### src/rtl/midi_channel_event_encoder_unit_assert.svh
// ----------------------------------------------------------------------------
// Assertion macros
// Shared concurrent assertion forms for the event encoder blocks.
// ----------------------------------------------------------------------------
`ifndef MIDI_CHANNEL_EVENT_ENCODER_UNIT_ASSERT_SVH
`define MIDI_CHANNEL_EVENT_ENCODER_UNIT_ASSERT_SVH

// The consequent must hold in the same cycle as the antecedent.
`define MCEE_ASSERT_SAME(label, clk, rst, ante, cons, msg) \
  label: assert property (@(posedge clk) disable iff (rst) (ante) |-> (cons)) \
    else $error(msg);

// The consequent must hold in the cycle after the antecedent.
`define MCEE_ASSERT_NEXT(label, clk, rst, ante, cons, msg) \
  label: assert property (@(posedge clk) disable iff (rst) (ante) |=> (cons)) \
    else $error(msg);

`endif

### src/rtl/mcee_pkg.sv
// ----------------------------------------------------------------------------
// MIDI channel event encoder package
// Shared constants, message kind codes and the queued event descriptor.
// ----------------------------------------------------------------------------
`timescale 1ns / 1ps

package mcee_pkg;

  localparam int CMD_W        = 3;
  localparam int DELTA_W      = 28;
  localparam int CHAN_W       = 4;
  localparam int DATA_W       = 7;
  localparam int IN_FIELDS_W  = CMD_W + DELTA_W + CHAN_W + 2 * DATA_W;
  localparam int IN_TDATA_W   = ((IN_FIELDS_W + 7) / 8) * 8;
  localparam int OUT_TDATA_W  = 8;

  localparam int MAX_BYTES    = 7;
  localparam int IDX_W        = 3;
  localparam int GROUP_W      = 7;
  localparam int MAX_GROUPS   = 4;

  localparam int QUEUE_DEPTH_DEFAULT = 2;

  localparam logic [CMD_W-1:0] CMD_NOTE_OFF = 3'd0;
  localparam logic [CMD_W-1:0] CMD_NOTE_ON  = 3'd1;
  localparam logic [CMD_W-1:0] CMD_KEY_PRES = 3'd2;
  localparam logic [CMD_W-1:0] CMD_CONTROL  = 3'd3;
  localparam logic [CMD_W-1:0] CMD_PROGRAM  = 3'd4;
  localparam logic [CMD_W-1:0] CMD_PRESSURE = 3'd5;
  localparam logic [CMD_W-1:0] CMD_BEND     = 3'd6;
  localparam logic [CMD_W-1:0] CMD_UNUSED   = 3'd7;

  typedef struct packed {
    logic [MAX_BYTES-1:0][7:0] bytes;
    logic [IDX_W-1:0]          count;
  } event_t;

endpackage

### src/rtl/midi_channel_event_encoder_unit.sv
// ----------------------------------------------------------------------------
// MIDI channel event encoder
// Turns channel-message requests into MIDI file track event byte streams.
// ----------------------------------------------------------------------------
// Each request yields one event on the byte stream: the delta time as a
// variable-length quantity (one to four bytes, most significant group first),
// the status byte, then one data byte for program change and channel pressure
// or two for the other kinds; tlast marks the final byte. Kind 7 is accepted
// and produces nothing. The output register sends one byte per cycle while
// m_axis_tready is high; an event is 3 to 7 bytes, back to back with no gap
// between events. Requests are taken every cycle while the descriptor queue
// (QUEUE_DEPTH entries plus one front-end stage) has room. From an empty block,
// an event's first byte passes front-end, queue, event and output registers.
`timescale 1ns / 1ps

module midi_channel_event_encoder_unit #(
  parameter int QUEUE_DEPTH = mcee_pkg::QUEUE_DEPTH_DEFAULT
) (
  input  logic                               clk,
  input  logic                               rst,
  input  logic                               s_axis_tvalid,
  output logic                               s_axis_tready,
  // cmd[2:0], tick_delta[30:3], channel[34:31], first_data[41:35],
  // second_data[48:42], zero fill above
  input  logic [mcee_pkg::IN_TDATA_W-1:0]    s_axis_tdata,
  output logic                               m_axis_tvalid,
  input  logic                               m_axis_tready,
  // out_byte[7:0]
  output logic [mcee_pkg::OUT_TDATA_W-1:0]   m_axis_tdata,
  output logic                               m_axis_tlast
);
  import mcee_pkg::*;

  logic   f_valid;
  event_t f_data;
  logic   q_ready;
  logic   q_valid;
  event_t q_data;
  logic   q_pop;

  mcee_front u_front (
    .clk         (clk),
    .rst         (rst),
    .in_valid    (s_axis_tvalid),
    .in_ready    (s_axis_tready),
    .cmd         (s_axis_tdata[2:0]),
    .tick_delta  (s_axis_tdata[30:3]),
    .channel     (s_axis_tdata[34:31]),
    .first_data  (s_axis_tdata[41:35]),
    .second_data (s_axis_tdata[48:42]),
    .ev_valid    (f_valid),
    .ev_data     (f_data),
    .ev_ready    (q_ready)
  );

  mcee_queue #(
    .DEPTH (QUEUE_DEPTH)
  ) u_queue (
    .clk        (clk),
    .rst        (rst),
    .push       (f_valid),
    .push_ready (q_ready),
    .push_data  (f_data),
    .pop        (q_pop),
    .pop_valid  (q_valid),
    .pop_data   (q_data)
  );

  mcee_back u_back (
    .clk       (clk),
    .rst       (rst),
    .ev_valid  (q_valid),
    .ev_data   (q_data),
    .ev_pop    (q_pop),
    .out_valid (m_axis_tvalid),
    .out_ready (m_axis_tready),
    .out_data  (m_axis_tdata),
    .out_last  (m_axis_tlast)
  );

endmodule

### src/rtl/mcee_front.sv
// ----------------------------------------------------------------------------
// Event encoder front end
// Accepts requests, drops unknown kinds and lays out the event byte list.
// ----------------------------------------------------------------------------
`timescale 1ns / 1ps

module mcee_front (
  input  logic                          clk,
  input  logic                          rst,
  input  logic                          in_valid,
  output logic                          in_ready,
  input  logic [mcee_pkg::CMD_W-1:0]    cmd,
  input  logic [mcee_pkg::DELTA_W-1:0]  tick_delta,
  input  logic [mcee_pkg::CHAN_W-1:0]   channel,
  input  logic [mcee_pkg::DATA_W-1:0]   first_data,
  input  logic [mcee_pkg::DATA_W-1:0]   second_data,
  output logic                          ev_valid,
  output mcee_pkg::event_t              ev_data,
  input  logic                          ev_ready
);
  import mcee_pkg::*;

  logic                               valid;
  event_t                             ev;
  event_t                             ev_next;
  logic [IDX_W-1:0]                   ngroups;
  logic                               one_data;
  logic [MAX_GROUPS-1:0][GROUP_W-1:0] grp;
  logic                               accept;

  assign accept   = in_valid && in_ready;
  assign in_ready = !valid || ev_ready;
  assign ev_valid = valid;
  assign ev_data  = ev;

  always_comb begin
    grp = tick_delta;
    if (tick_delta >= DELTA_W'(28'h0200000)) begin
      ngroups = 3'd4;
    end else if (tick_delta >= DELTA_W'(28'h0004000)) begin
      ngroups = 3'd3;
    end else if (tick_delta >= DELTA_W'(28'h0000080)) begin
      ngroups = 3'd2;
    end else begin
      ngroups = 3'd1;
    end
    one_data = (cmd == CMD_PROGRAM) || (cmd == CMD_PRESSURE);
    ev_next = '0;
    for (int i = 0; i < MAX_GROUPS; i++) begin
      if (IDX_W'(i) < ngroups) begin
        ev_next.bytes[i] = {(IDX_W'(i) != ngroups - 3'd1),
                            grp[2'(ngroups - 3'd1 - IDX_W'(i))]};
      end
    end
    ev_next.bytes[ngroups]        = {1'b1, cmd, channel};
    ev_next.bytes[ngroups + 3'd1] = {1'b0, first_data};
    if (!one_data) begin
      ev_next.bytes[ngroups + 3'd2] = {1'b0, second_data};
    end
    ev_next.count = ngroups + (one_data ? 3'd2 : 3'd3);
  end

  always_ff @(posedge clk) begin
    if (rst) begin
      valid <= 1'b0;
    end else if (accept) begin
      valid <= (cmd != CMD_UNUSED);
    end else if (ev_ready) begin
      valid <= 1'b0;
    end
  end

  always_ff @(posedge clk) begin
    if (accept) begin
      ev <= ev_next;
    end
  end

endmodule

### src/rtl/mcee_queue.sv
// ----------------------------------------------------------------------------
// Event descriptor queue
// Small FIFO that decouples the front end from the byte sequencer.
// ----------------------------------------------------------------------------
`timescale 1ns / 1ps

module mcee_queue #(
  parameter int DEPTH = mcee_pkg::QUEUE_DEPTH_DEFAULT
) (
  input  logic             clk,
  input  logic             rst,
  input  logic             push,
  output logic             push_ready,
  input  mcee_pkg::event_t push_data,
  input  logic             pop,
  output logic             pop_valid,
  output mcee_pkg::event_t pop_data
);
  import mcee_pkg::*;

  localparam int PTR_W = (DEPTH > 1) ? $clog2(DEPTH) : 1;
  localparam int CNT_W = $clog2(DEPTH + 1);

  event_t           mem [DEPTH];
  logic [PTR_W-1:0] wr_ptr;
  logic [PTR_W-1:0] rd_ptr;
  logic [CNT_W-1:0] count;
  logic             do_push;
  logic             do_pop;

  assign push_ready = (count != CNT_W'(DEPTH));
  assign pop_valid  = (count != '0);
  assign pop_data   = mem[rd_ptr];
  assign do_push    = push && push_ready;
  assign do_pop     = pop && pop_valid;

  always_ff @(posedge clk) begin
    if (rst) begin
      wr_ptr <= '0;
      rd_ptr <= '0;
      count  <= '0;
    end else begin
      if (do_push) begin
        wr_ptr <= (wr_ptr == PTR_W'(DEPTH - 1)) ? '0 : wr_ptr + 1'b1;
      end
      if (do_pop) begin
        rd_ptr <= (rd_ptr == PTR_W'(DEPTH - 1)) ? '0 : rd_ptr + 1'b1;
      end
      if (do_push && !do_pop) begin
        count <= count + 1'b1;
      end else if (do_pop && !do_push) begin
        count <= count - 1'b1;
      end
    end
  end

  always_ff @(posedge clk) begin
    if (do_push) begin
      mem[wr_ptr] <= push_data;
    end
  end

`include "midi_channel_event_encoder_unit_assert.svh"

  `MCEE_ASSERT_SAME(a_count_bound, clk, rst, 1'b1, count <= CNT_W'(DEPTH), "queue overfilled")
  `MCEE_ASSERT_NEXT(a_push_grows, clk, rst, do_push && !do_pop, count == $past(count) + 1'b1, "push lost")
  `MCEE_ASSERT_NEXT(a_pop_shrinks, clk, rst, do_pop && !do_push, count == $past(count) - 1'b1, "pop lost")

endmodule

### src/rtl/mcee_back.sv
// ----------------------------------------------------------------------------
// Event encoder back end
// Steps through the queued byte list and drives the registered byte stream.
// ----------------------------------------------------------------------------
`timescale 1ns / 1ps

module mcee_back (
  input  logic                                clk,
  input  logic                                rst,
  input  logic                                ev_valid,
  input  mcee_pkg::event_t                    ev_data,
  output logic                                ev_pop,
  output logic                                out_valid,
  input  logic                                out_ready,
  output logic [mcee_pkg::OUT_TDATA_W-1:0]    out_data,
  output logic                                out_last
);
  import mcee_pkg::*;

  logic             busy;
  event_t           cur;
  logic [IDX_W-1:0] idx;
  logic             advance;
  logic             at_last;

  assign advance = !out_valid || out_ready;
  assign at_last = (idx == cur.count - 3'd1);
  assign ev_pop  = advance && (!busy || at_last) && ev_valid;

  always_ff @(posedge clk) begin
    if (rst) begin
      busy      <= 1'b0;
      idx       <= '0;
      out_valid <= 1'b0;
    end else if (advance) begin
      out_valid <= busy;
      if (ev_pop) begin
        busy <= 1'b1;
        idx  <= '0;
      end else if (busy && at_last) begin
        busy <= 1'b0;
      end else if (busy) begin
        idx <= idx + 1'b1;
      end
    end
  end

  always_ff @(posedge clk) begin
    if (ev_pop) begin
      cur <= ev_data;
    end
    if (advance && busy) begin
      out_data <= cur.bytes[idx];
      out_last <= at_last;
    end
  end

`include "midi_channel_event_encoder_unit_assert.svh"

  `MCEE_ASSERT_SAME(a_idx_in_event, clk, rst, busy, idx < cur.count, "byte index past event")
  `MCEE_ASSERT_NEXT(a_load_restarts, clk, rst, ev_pop, busy && idx == '0, "event load lost")
  `MCEE_ASSERT_NEXT(a_last_ends, clk, rst, advance && busy && at_last && !ev_pop, !busy && out_last, "event did not end")

endmodule

### config.mk
export PLATFORM = sky130hd
export DESIGN_NAME = midi_channel_event_encoder_unit
export DESIGN_NICKNAME = d
export VERILOG_FILES = /design/src/rtl/mcee_pkg.sv /design/src/rtl/midi_channel_event_encoder_unit.sv /design/src/rtl/mcee_front.sv /design/src/rtl/mcee_queue.sv /design/src/rtl/mcee_back.sv
export VERILOG_INCLUDE_DIRS = /design/src /design/src/rtl
export SDC_FILE = /design/constraint.sdc
export NUM_CORES = 1
export LEC_CHECK = 0
export BUFFER_PORTS_ARGS = -buffer_cell sky130_fd_sc_hd__clkbuf_2
export CORE_AREA = 4 4 166 168
export CTS_CLUSTER_SIZE = 8
export DETAILED_ROUTE_END_ITERATION = 7
export DIE_AREA = 0 0 170 172
export PLACE_DENSITY = 0.66
export SLEW_MARGIN = 30
export SYNTH_ARGS = -nofsm -noshare
export SYNTH_HDL_FRONTEND = slang
export SYNTH_SLANG_ARGS = --single-unit
### constraint.sdc
create_clock -name clk -period 4.39 [get_ports clk]
set_clock_uncertainty 0.1 [all_clocks]
set_input_delay 0.439 -clock clk [delete_from_list [all_inputs] [get_ports clk]]
set_output_delay 0.439 -clock clk [all_outputs]
set_load 0.03 [all_outputs]
## Yosys cells after proc, flatten, opt, wreduce, memory -nomap -nowiden

Memories as Yosys holds them, arrays and structs flattened. A register that Yosys moved wholly into a read port is not among the register bits.
Index checks and enable logic that the tools add are counted.

| storage, ports and cells | value |
|---|---|
| register bits after elaboration | 78 |
| RAM bits | 118 |
| input bits | 60 |
| output and inout bits | 11 |
| memories | 1 |

Memory list:

| name | words | width | read ports | clocked after Yosys merged registers in | write ports | line | RTL |
|---|---|---|---|---|---|---|---|
| u_queue.mem | 2 | 59 | 1 | 1 | 1 | mcee_queue.sv:24 | `event_t mem [DEPTH];` |

| operators by class | value |
|---|---|
| add/sub/neg operators | 13 |
| $lt $le $gt $ge | 18 |
| equality and inequality tests | 9 |
| multiplexer cells | 41 |
| reduce and logical (&&, ||, !) cells | 29 |

Operators by type and width:

| operator | number |
|---|---|
| 56-bit bitwise mux | 3 |
| 8-bit demux with 3-bit select | 3 |
| 8-bit 2-to-1 mux | 8 |
| 7-bit binary-select mux with 2-bit select | 4 |
| 56-bit 2-to-1 mux | 1 |
| 28-bit by 15-bit >= comparator with 1-bit output (second input constant) | 1 |
| 28-bit by 22-bit >= comparator with 1-bit output (second input constant) | 1 |
| 28-bit by 8-bit >= comparator with 1-bit output (second input constant) | 1 |
| 7-bit 2-to-1 mux | 4 |
| 8-bit binary-select mux with 3-bit select | 1 |
| 3-bit by 4-bit < comparator with 1-bit output (second input constant) | 4 |
| 3-bit 2-to-1 mux | 5 |
| 1-bit logical AND | 12 |
| 2-bit by 3-bit < comparator with 1-bit output (second input constant) | 4 |
| 2-bit nonzero test | 5 |
| 3-bit by 1-bit >= comparator with 1-bit output (second input constant) | 3 |
| 1-bit 2-to-1 mux | 9 |
| 3-bit by 1-bit adder with 3-bit output (second input constant) | 2 |
| 3-bit equality test (second input constant) | 2 |
| 1-bit by 3-bit < comparator with 1-bit output (first input constant) | 2 |
| 2-bit by 3-bit < comparator with 1-bit output (first input constant) | 2 |
| 2-bit 2-to-1 mux | 3 |
| 2-bit by 3-bit inequality test with 1-bit output (first input constant) | 2 |
| 3-bit by 1-bit subtractor with 3-bit output (second input constant) | 2 |
| 15 further kinds | 26 |

## Depth between registers and ports, before layout

Gate-level depths: netlist of the first run.

| logic depth | value |
|---|---|
| depth after elaboration | 13 |
| gate-level depth with buffers | 11 |
| gate-level depth less buffers | 10 |

## Cells and area by module

A second synthesis of the first run with hierarchy kept.

| unflattened totals | value |
|---|---|
| cells, all modules | 699 |
| area total of the unflattened synthesis | 10964.3 um2 |

By module, submodules not included:

| module | instances | cells an instance | area an instance (um2) |
|---|---|---|---|
| mcee_queue | 1 | 208 | 4515.6 |
| mcee_front | 1 | 332 | 3643.5 |
| mcee_back | 1 | 159 | 2805.2 |

## Least setup slack after synthesis of the first run

No wires, ideal clock.

| timing path | value |
|---|---|
| kind | register to register |
| from | reg u_back.cur[0] (netlist name) |
| to | reg u_queue.count[1] |
| library setup time | 70 ps |
| arrival | 3827 ps |
| path slack | 393 ps |
| stages on the path, launching flop included | 10 |
| cells stage by stage | edfxtp_1 -> inv_1 -> ha_1 -> xnor2_1 -> o31ai_1 -> and2_1 -> inv_1 -> ha_1 -> or3_1 -> a21oi_1 |

| between the ends | value |
|---|---|
| longest elaborated chain between the ends | 9 |
| elaborated cells on any way between the ends | 11 |
| classes of those cells | add/sub: 1; eq/ne: 1; mux: 1; reduce/logical: 8 |

Ends and longest elaborated chain:

| item | line | RTL |
|---|---|---|
| 3-bit by 1-bit subtractor with 3-bit output (*) | mcee_back.sv:27 | `assign at_last = (idx == cur.count - 3'd1);` |
| 3-bit equality test (*) | mcee_back.sv:27 |  |
| 1-bit logical OR (*) | mcee_back.sv:28 | `assign ev_pop = advance && (!busy \|\| at_last) && ev_valid;` |
| 1-bit logical AND (*) (2 in a row) | mcee_back.sv:28 |  |
| via q_pop | midi_channel_event_encoder_unit.sv:39 | `logic q_pop;` |
| 1-bit logical AND (*) | mcee_queue.sv:35 | `assign do_pop = pop && pop_valid;` |
| 1-bit zero test | mcee_queue.sv:49 | `if (do_push && !do_pop) begin` |
| 1-bit logical AND | mcee_queue.sv:49 |  |
| 2-bit 2-to-1 mux or 2-bit nonzero test (tied branches) | n/a |  |
| end signal: assignment | mcee_queue.sv:50 | `count <= count + 1'b1;` |
| end signal: assignment | mcee_queue.sv:52 | `count <= count - 1'b1;` |
| end: declaration | mcee_queue.sv:27 | `logic [CNT_W-1:0] count;` |

The timed path passes the listed nets; every way through them passes the cells marked *.
A chain may end at the register's enable or synchronous reset.

## Final worst setup path of the first run

| timing path | value |
|---|---|
| from | reg u_back.idx[2] |
| to | reg u_back.cur[13] (netlist name) |

| between the ends | value |
|---|---|
| longest elaborated chain between the ends | 4 |

Ends and longest elaborated chain:

| item | line | RTL |
|---|---|---|
| start: declaration | mcee_back.sv:22 | `logic [IDX_W-1:0] idx;` |
| start signal: assignment | mcee_back.sv:43 | `idx <= idx + 1'b1;` |
| 3-bit equality test | mcee_back.sv:27 |  |
| 1-bit logical OR | mcee_back.sv:28 |  |
| 1-bit logical AND (2 in a row) | mcee_back.sv:28 |  |
| via q_pop | midi_channel_event_encoder_unit.sv:39 |  |

The timed path passes the listed nets, and every way through them passes these cells.

==> qor.csv, run 1 <==
metric;value;unit
post-synth top area cell;edfxtp_1;
max-cap violations;0;
crit path kind;flip-flop to flip-flop;
status;finished clean;
total power;7060;uW
initial antenna violation count;0;
Critical Path End Type;flip-flop;
width of the chip;170;um
die area;29200;um^2
# DRC;0;
RSZ-0062 raised after global routing;no;
relative slew slack;0.414;
final worst path period need;3070;ps
count of different cell masters after synthesis;43;
commonest non-fill, non-tap cell in the layout;edfxtp_1;
core box area;25900;um^2
vias in the first global route;5974;
clock root cell;clkbuf_16;
Vias;5875;
Layout Cells excl Fill;1093;
Syn-to-layout area delta;16.1;%
clock slew at reported path FFs;50;ps
Worst EP required;4410;ps
synthesized flop and latch total;255;
Max Slew Vio Count;0;
Hold Crit Class;input port to flip-flop;
vias per cell;5.38;
total negative slack;0;ps
drt total wl;21500;um
port buffer count;63;
post-CTS setup buffer count;0;
reg2reg start;u_back.idx[2]$_SDFFE_PP0P_;
largest family of logic cells by synthesized area;multiplexers;
CTS Buf Count;37;
Detail Route Antenna Nets;0;
syn_area_per_cell;15.4;um^2
number of diodes;0;
synth warn;0;
cells after synthesis;673;
Net count, final;815;
largest net degree at the start of global routing;61;
first-pass GRT wire length;33500;um
CP Max Fanout;60;
Sink Count;255;
initial DRC count;492;
Lkg Pwr;0.00410;uW
share of cells above drive strength 1;0.257;
# setup viols final;0;
Worst Setup SP;u_back.idx[2]$_SDFFE_PP0P_;
final core occ;0.464;
die span in y;172;um
r2r worst-path depth;5;
final hold vios;0;
mapped cell area;10300;um^2
row count;59;
Synth Area in Adders;0.00605;
R2R Setup Slk;1320;ps
Bufs on Longest Clock Path;3;
Worst EP arrival;3090;ps
drt wl/cell;19.6;um
GPL Wtd Cong;0.886;
power per cell area;588;nW/um^2
clock latency on the worst-skew pair;500;ps
Synth Area in Compound Gates;0.0667;
Ports;71;
Tot GR Track Use;0.148;
Peak VDD IR;284;uV
period utilisation layout;0.700;
most frequent cells in the layout;edfxtp_1, clkbuf_2, mux2_2, nor2_1, nand2_1;
Hold-fix buffers, CTS;0;
Final Instance Area;12000;um^2
worst flop-to-flop path endpoint;u_back.cur[13]$_DFFE_PP_;
sequential area share after synthesis;0.731;
number of detailed-route iterations in the first pass;5;
Post-Synth Simple-Gate Area;0.0749;
share of the synthesized area in the top cell type;0.711;
HPWL after detailed placement;13200;um
Critical Path End;u_back.cur[13]$_DFFE_PP_;
Synth area leaders;edfxtp_1, mux2_2, dfxtp_1, a21oi_1, mux4_2;
Starting Density;0.399;
Area after DPL;11000;um^2
Worst Setup Start Kind;flip-flop;
DP Cell Count;1046;
mux share of post-synthesis cell area;0.0894;
post-CTS sizing;0;
worst slew pin tran;880;ps
GRT Residual Overflow;0;
CTS tree;yes;
Post-Synth XOR/XNOR Area;0.00738;
Peak Freq;325;MHz
H-tree levels;2;
metrics by stage:
| step | hold WS, ps | setup slack [ps] |
|---|---|---|
| after detailed placement | 331 | 1290 |
| after floorplan | 321 | 393 |
| after global placement | 323 | 1340 |
| after global routing | 95.2 | 970 |
| final | 92.5 | 1320 |
| after CTS | 69.7 | 1240 |
cells by family (layout without fill, tap and decap cells):
family | count (synthesis) | after routing
AOI/OAI and AO/OA | 113 | 113
DFF | 255 | 255
muxes | 75 | 75
buffers and inverters | 61 | 145
adders and majority gates | 5 | 5
other | 1 | 2
xor gates and xnor gates | 7 | 7
and+or+nand+nor | 156 | 156
flip-flops by register name (all words and copies together) (netlist names):
name,count
u_queue.mem,118
u_back.cur,59
u_front.ev_data,59
u_back.out_data,8
u_back.idx,3
u_queue.count,2
u_back.busy,1
u_back.out_last,1
u_back.out_valid,1
u_front.ev_valid,1
u_queue.rd_ptr,1
u_queue.wr_ptr,1
power breakdown:
| group | switching [uW] | internal (uW) | leakage [uW] |
|---|---|---|---|
| Clock | 937 | 1510 | 0.000483 |
| Combinational | 714 | 487 | 0.00129 |
| Sequential | 169 | 3250 | 0.00232 |
| Total | 1820 | 5240 | 0.00410 |
metal layers:
metal | up-vias | share of wire | track usage
li1 | 2720 | - | -
met1 | 2887 | 0.43 | 0.205
met2 | 236 | 0.48 | 0.239
met3 | 32 | 0.070 | 0.0293
met4 | 0 | 0.022 | 0.0455
met5 | - | 0 | 0
how the worst min path moves through the flow:
stage                                  start                             to  cells past startpoint  slack, ps
2_1_floorplan   u_front.ev_data[0]$_DFFE_PP_    u_queue.mem[0][0]$_DFFE_PP_                      0        320
3_3_place_gp   u_front.ev_data[15]$_DFFE_PP_   u_queue.mem[0][15]$_DFFE_PP_                      0        320
3_5_place_dp   u_front.ev_data[29]$_DFFE_PP_   u_queue.mem[1][29]$_DFFE_PP_                      0        330
4_1_cts                        s_axis_tvalid  u_front.ev_valid$_SDFFE_PP0P_                      3         70
5_1_grt                        s_axis_tvalid  u_front.ev_valid$_SDFFE_PP0P_                      3        100
6_report                       s_axis_tvalid  u_front.ev_valid$_SDFFE_PP0P_                      3         90
Yosys cell counts:
cell type / count
edfxtp_1: 245
mux2_2: 59
nor2_1: 42
nand2_1: 38
a21oi_1: 37
o21ai_0: 35
nor3_1: 30
clkbuf_1: 27
inv_1: 23
o31ai_1: 14
a221o_1: 10
dfxtp_1: 10
or3_1: 10
mux2i_1: 8
mux4_2: 8
a31oi_1: 7
nand3_1: 7
buf_1: 5
ha_1: 5
nor2b_1: 5
a2111oi_0: 4
and2_1: 4
nand2b_1: 4
a21o_1: 3
buf_2: 3
buf_6: 3
nand3b_1: 3
nor3_2: 3
xnor2_1: 3
xor2_1: 3
and3_1: 2
nand4b_1: 2
a311oi_1: 1
conb_1: 1
nor4_1: 1
nor4_4: 1
o21ai_1: 1
o32ai_1: 1
or2_1: 1
or4_1: 1
or4_4: 1
or4b_2: 1
xor3_1: 1
worst max-delay path: stages, from the launching register on:
cell,delay (ps)
dfxtp_1,780
xor3_1,570
o31ai_1,200
buf_4,190
and2_2,160
buf_4,650
final cells by class:
class | instances | area, um^2
clock buffer | 44 | 952
clock inverter | 3 | 41.3
fill | 2228 | 13900
inverter | 23 | 86.3
multi-input combinational | 358 | 2550
sequential | 255 | 7560
tap | 335 | 419
timing repair buffer | 75 | 405
Note: power is estimated with default switching activity, not from simulation.
==> run 2, diff against run 1 <==
ABC_AREA = 1   (was default)
CORE_AREA = 4 4 168 170   (was 4 4 166 168)
DIE_AREA = 0 0 172 174   (was 0 0 170 172)
clock period = 2.9 ns   (was 4.39 ns; I/O delays follow)
==> run 2 against run 1 <==
Effect of this change: clock power rose by 53%; fmax rose by 31%; final cell count rose by 26%; highest routed layer unchanged; routed wire length rose by 3.6%; register-to-register slack got worse by 770 ps; cell area rose by 3.1%; die area rose by 2.4%; synthesized cell count rose by 40%; critical path depth rose by 8; worst hold slack got worse by 61 ps.
==> qor.csv, run 2 <==
metric;value;unit;change
# setup viols final;0;;unchanged
Worst Setup Start Kind;flip-flop;;
row count;60;;+1.7%
Post-synth top cells;nand2_1, edfxtp_1, nor2_1;;
r2r worst-path depth;13;;+8
DP Cell Count;1328;;+27%
first-pass GRT wire length;35100;um;+4.9%
Comb power frac;0.204;;+0.034
max incr delay on CP;390;ps;-390 ps
Post-synth EDFFs;245;;unchanged
Peak Freq;425;MHz;+31%
Async S/R FF share, synth;0;;unchanged
share of cells above drive strength 1;0.139;;-0.118
number of diodes;0;;unchanged
Max Slew Vio Count;0;;unchanged
reg2reg start;u_back.cur[0]$_DFFE_PP_;;
power per cell area;917;nW/um^2;+56%
CP cell instances;inv_1, ha_1, nand2_1, nand2_1, nor2_1, nand2_1, nand2_1, nand2_1, ha_1, a21oi_1, o21ai_0, o21ai_0, a21oi_1;;
delay-heaviest family, CP;adder cells;;
width of the chip;172;um;+1.2%
syn_area_per_cell;11.3;um^2;-27%
vias per cell;4.92;;-8.5%
Critical Path End Type;flip-flop;;
worst path bufs/invs;1;;-1
worst hold path cell count;3;;unchanged
core box area;26700;um^2;+3.1%
top-count cell post-synth;nand2_1;;
synthesized flop and latch total;255;;unchanged
final hold vios;0;;unchanged
clock latency on the worst-skew pair;510;ps;about the same
most frequent cells in the layout;nand2_1, edfxtp_1, nor2_1, inv_1, clkbuf_2;;
CTS tree;yes;;
switching part of the total;0.292;;+0.0344
Vias;6774;;+15%
sequential area share after synthesis;0.714;;-0.0167
worst hold slack;31.1;ps;-61.4 ps
CP dominant cell by count;nand2_1;;
die area;29900;um^2;+2.4%
Detail Route Antenna Nets;0;;unchanged
RSZ-0062 raised after global routing;no;;
GRT Residual Overflow;0;;unchanged
worst flop-to-flop path endpoint;u_queue.count[1]$_SDFFE_PP0P_;;
Ports;71;;unchanged
Main synth FF type;edfxtp_1;;
CTS Buf Count;37;;unchanged
H-tree levels;2;;unchanged
Layout Cells excl Fill;1378;;+26%
hold_sp;s_axis_tdata[44];;
Net count, final;1095;;+34%
CP Max Fanout;6;;-90%
synth warn;0;;unchanged
Hold Crit Class;input port to flip-flop;;
Bufs on Longest Clock Path;3;;unchanged
Worst EP arrival;2640;ps;-450 ps
final core occ;0.464;;about the same
share of the synthesized area in the top cell type;0.695;;-0.0162
initial DRC count;517;;+5.1%
Largest Register;u_queue.mem;;
worst slew pin tran;711;ps;-169 ps
Starting Density;0.396;;-0.00313
relative slew slack;0.521;;+0.107
crit path kind;flip-flop to flip-flop;;
period utilisation layout;0.811;;+0.111
commonest non-fill, non-tap cell in the layout;nand2_1;;
number of detailed-route iterations in the first pass;5;;unchanged
drt wl/cell;16.1;um;-18%
largest net degree at the start of global routing;62;;+1.6%
die span in y;174;um;+1.2%
cells after synthesis;940;;+40%
GPL Wtd Cong;0.924;;+4.3%
count of different cell masters after synthesis;36;;-16%
post-synth top area cell;edfxtp_1;;
mapped cell area;10600;um^2;+2.3%
max FFs per register;118;;unchanged
initial antenna violation count;0;;unchanged
Syn-to-layout area delta;17.0;%;
vias in the first global route;6551;;+9.7%
final worst path period need;2350;ps;-720 ps
Synth area leaders;edfxtp_1, nand2_1, nor2_1, inv_1, dfxtp_1;;
Worst EP required;3190;ps;-1220 ps
Peak VDD IR;426;uV;+50%
Sink Count;255;;unchanged
Lkg Pwr;0.00493;uW;+20%
post-CTS setup buffer count;0;;unchanged
HPWL after detailed placement;14700;um;+11%
drt total wl;22200;um;+3.6%
Critical Path Slowest Stage Cell;edfxtp_1;;
Area after DPL;11300;um^2;+2.9%
total negative slack;0;ps;unchanged
R2R Setup Slk;550;ps;-770 ps
clock root cell;clkbuf_16;;
hold path endpoint;u_front.ev_data[29]$_DFFE_PP_;;
Pint;8040;uW;+53%
port buffer count;63;;unchanged
status;finished clean;;
clock slew at reported path FFs;50;ps;about the same
# DRC;0;;unchanged
Tot GR Track Use;0.148;;+0.000277
Final Instance Area;12400;um^2;+3.1%
Clk pwr share;0.330;;-0.017
max-cap violations;0;;unchanged
Seq pwr share;0.465;;-0.018
Net Sw Power;3320;uW;+82%
-- run 2: cell types whose count changed in the layout (fill, tap and decap cells not counted), sizes merged, moves of 12 or more --
cell / before / now
inv: 24 / 86
mux2: 59 / 0
o21ai: 36 / 48
nand2: 38 / 307
nand3: 7 / 40
nor3: 33 / 8
nor2: 42 / 106
a21oi: 37 / 8
o31ai: 14 / 1
o22ai: 0 / 12
-- run 2: worst reg2reg max path: stages, from the launching register on --
cell and delay (ps):
edfxtp_1 390, inv_1 100, ha_1 250, nand2_1 70, nand2_1 50, nor2_1 90
nand2_1 120, nand2_1 80, nand2_1 160, ha_1 380, a21oi_1 110, o21ai_0 110
o21ai_0 170, a21oi_1 50
-- run 2: worst max path at each step --
stage | from | endpoint | cells past startpoint
finish | u_back.cur[0]$_DFFE_PP_ | u_queue.count[1]$_SDFFE_PP0P_ | 13
global route | u_back.cur[0]$_DFFE_PP_ | u_queue.count[1]$_SDFFE_PP0P_ | 14
CTS | u_back.cur[0]$_DFFE_PP_ | u_queue.count[1]$_SDFFE_PP0P_ | 13
detailed placement | u_back.cur[0]$_DFFE_PP_ | u_queue.count[1]$_SDFFE_PP0P_ | 13
global placement | u_back.cur[0]$_DFFE_PP_ | u_queue.count[1]$_SDFFE_PP0P_ | 13
floorplan | u_back.cur[0]$_DFFE_PP_ | u_back.cur[0]$_DFFE_PP_ | 9
-- run 2: cell families (layout without fill, tap and decap cells) --
kind of cell,after synthesis,count (layout),synth area share
AND/OR/NAND/NOR,465,465,0.179
flip-flops,255,255,0.714
buffers and inverters,122,218,0.0496
AO/OA/AOI/OAI,89,89,0.0482
adder cells (fa/ha/maj),5,5,0.00591
XOR/XNOR,3,3,0.00248
other,1,2,0.000354
-- run 2: what timing repair did --
| item | CTS | global route |
|---|---|---|
| endpoints found under the hold margin | 8 | 0 |
| hold buffers | 4 | 0 |
| resized for setup | 0 | 0 |
-- run 2: layout make-up --
cell class	instances	area (um^2)
Fill cell	2446	14300
Sequential cell	255	7560
Multi-Input combinational cell	564	2520
Clock buffer	44	973
Timing Repair Buffer	85	541
Tap cell	341	427
Inverter	87	332
Clock inverter	2	36.3
-- run 2: metrics by stage --
step           setup slack [ps]  total power (uW)
2_1_floorplan              86.2              6850
3_3_place_gp                621              7630
3_5_place_dp                550              7720
4_1_cts                     538             11500
5_1_grt                     333             12000
6_report                    547             11400
-- run 2: power groups by stage --
| stage | Clock [uW] | Combinational [uW] | Sequential, uW |
|---|---|---|---|
| final | 3750 | 2320 | 5290 |
| after global routing | 3980 | 2620 | 5360 |
| after CTS | 3830 | 2380 | 5290 |
| after detailed placement | 0 | 2370 | 5350 |
| after global placement | 0 | 2310 | 5330 |
| after floorplan | 0 | 1450 | 5400 |
-- run 2: metal layers --
layer  global-route usage  part of all wire  wire, um  up-vias
li1                     -                 -         -     3334
met5                    0                 0         0        -
met4               0.0468             0.026       570        0
met1                0.214              0.46     10200     3165
met2                0.227              0.46     10200      226
met3               0.0298             0.056      1250       49
==> run 3, diff against run 2 <==
PLACE_DENSITY = 0.68   (was 0.66)
clock period = 1.9 ns   (was 2.9 ns; I/O delays follow)
==> run 3 against run 2 <==
Effect of this change: the flow now finishes with violations (setup timing); combinational power grew 81%; die area is the same; register-to-register slack lost 560 ps; non-clock buffer count increased by 46; sequential share of layout area decreased by 2.8 points; flip-flop and latch count did not move; final cell count rose by 3.4%; routed wire length up 3.2%.
==> qor.csv, run 3 (same netlist as run 2, synthesis figures left out) <==
metric;value;unit;change
status;complete, but fails checks;;
failing checks;setup timing;;
max FFs per register;118;;unchanged
Syn-to-layout area delta;22.7;%;
GPL Wtd Cong;0.921;;-0.31%
total negative slack;-281;ps;-281 ps
CTS tree;yes;;
Worst Setup SP;u_back.cur[0]$_DFFE_PP_;;
width of the chip;172;um;unchanged
worst hold slack;14.8;ps;-16.3 ps
Max Slew Vio Count;0;;unchanged
clock slew at reported path FFs;50;ps;about the same
# DRC;0;;unchanged
Vias;6936;;+2.4%
Worst EP arrival;2020;ps;-620 ps
r2r worst-path depth;10;;-3
GRT Residual Overflow;0;;unchanged
Peak Freq;522;MHz;+23%
vias per cell;4.87;;-0.99%
number of detailed-route iterations in the first pass;6;;+1
Worst Setup Start Kind;flip-flop;;
HPWL after detailed placement;15500;um;+5.5%
die span in y;174;um;unchanged
Bufs on Longest Clock Path;3;;unchanged
relative slew slack;0.531;;+0.00994
H-tree levels;2;;unchanged
worst flop-to-flop path endpoint;u_back.cur[43]$_DFFE_PP_;;
largest net degree at the start of global routing;60;;-3.2%
Sink Count;255;;unchanged
initial antenna violation count;0;;unchanged
drt wl/cell;16.1;um;-0.17%
Detail Route Antenna Nets;0;;unchanged
crit path kind;flip-flop to flip-flop;;
Largest Register;u_queue.mem;;
post-place setup slack;-59.4;ps;-609 ps
drt total wl;23000;um;+3.2%
Ports;71;;unchanged
port buffer count;63;;unchanged
period utilisation layout;1.01;;+0.197
# setup viols final;26;;+26
most frequent cells in the layout;nand2_1, edfxtp_1, nor2_1, inv_1, clkbuf_2;;
CTS Buf Count;37;;unchanged
R2R Setup Slk;-20;ps;-560 ps
CP cell instances;inv_2, ha_4, nand2_1, nand2_1, nor2_2, nand2_2, nand2_2, nand2_4, clkinvlp_4, clkbuf_16;;
share of cells above drive strength 1;0.174;;+0.0355
first-pass GRT wire length;36900;um;+5.0%
initial DRC count;521;;+0.77%
Lkg Pwr;0.00516;uW;+4.6%
final worst setup slack;-16.5;ps;-564 ps
clock latency on the worst-skew pair;510;ps;about the same
final hold vios;0;;unchanged
power per cell area;1380;nW/um^2;+50%
die area;29900;um^2;unchanged
Hold Crit Class;input port to flip-flop;;
Starting Density;0.396;;unchanged
row count;60;;unchanged
CP Max Fanout;16;;+10
max incr delay on CP;390;ps;about the same
Net count, final;1141;;+4.2%
Critical Path End Type;flip-flop;;
max-cap violations;0;;unchanged
hold path endpoint;u_front.ev_data[21]$_DFFE_PP_;;
final worst path period need;1920;ps;-436 ps
RSZ-0062 raised after global routing;yes;;
Critical Path Slowest Stage Cell;edfxtp_1;;
worst slew pin tran;701;ps;-9.99 ps
commonest non-fill, non-tap cell in the layout;nand2_1;;
core box area;26700;um^2;unchanged
Peak VDD IR;653;uV;+53%
vias in the first global route;6990;;+6.7%
number of diodes;0;;unchanged
clock root cell;clkbuf_16;;
Tot GR Track Use;0.154;;+0.00585
# fillers;2381;;-2.7%
hold_sp;s_axis_tdata[37];;
reg2reg start;u_back.cur[0]$_DFFE_PP_;;
worst hold path cell count;5;;+2
Worst EP required;2010;ps;-1180 ps
-- run 3: changes by cell type in the layout (fill, tap and decap cells not counted), sizes merged --
cell	previous run	this run
clkbuf	107	108
dlygate4sd3	4	27
clkinv	3	4
inv	86	84
clkinvlp	0	2
buf	18	40
-- run 3: final cells by class --
type,count,area [um^2],share of cell area
clock buffers,44,952,0.0733
repair buffers,131,1060,0.0816
flip-flops and latches,255,7560,0.583
clock inverters,3,41.3,0.00318
well taps,341,427,0.0329
inverters,87,342,0.0263
multi-input cells,564,2600,0.200
-- run 3: stage by stage --
step / total power, uW / instances / cell area [um^2] / util
2_1_floorplan: 10500 / 941 / 10700 / -
3_3_place_gp: 12000 / 1347 / 11600 / 0.435
3_5_place_dp: 12100 / 1347 / 11600 / 0.435
4_1_cts: 17900 / 1424 / 12900 / 0.484
5_1_grt: 18900 / 1425 / 13000 / 0.486
6_report: 17900 / 1425 / 13000 / 0.486
-- run 3: layer usage --
metal	part of all wire	vias to the layer above	GRT usage	wire length (um)
met4	0.022	0	0.0442	499
met5	0	-	0	0
met3	0.064	40	0.0296	1470
met2	0.46	247	0.239	10500
li1	-	3433	-	-
met1	0.46	3216	0.223	10500
-- run 3: power breakdown --
part	internal [uW]	leakage (uW)	switching, uW	total (uW)
Combinational	1420	0.00234	2770	4190
Sequential	7710	0.00233	377	8080
Clock	3490	0.000483	2120	5610
-- run 3: repair_timing --
action / 4_1_cts / 5_1_grt
endpoints found under the setup margin: 47 / 74
hold buffers: 27 / 0
pin swaps: 4 / 8
cloned: 0 / 1
buffers inserted: 3 / 0
gates resized for setup: 4 / 10
endpoints found under the hold margin: 33 / 0
-- run 3: critical path: cells and delay by family (launching register included) --
kind,cells,cell delay (ps)
buffers and inverters,3,510
adder cells (fa/ha/maj),1,200
AND/OR/NAND/NOR,6,410
flip-flops,1,390
-- run 3: worst max path at each step --
stage / end / slack [ps] / depth (start not counted)
6_report: u_back.cur[43]$_DFFE_PP_ / -20 / 10
5_1_grt: u_queue.count[0]$_SDFFE_PP0P_ / -140 / 13
4_1_cts: u_queue.count[1]$_SDFFE_PP0P_ / -40 / 14
3_3_place_gp: u_queue.count[1]$_SDFFE_PP0P_ / -20 / 13
2_1_floorplan: u_back.cur[0]$_DFFE_PP_ / -560 / 10
3_5_place_dp: u_queue.count[1]$_SDFFE_PP0P_ / -60 / 13
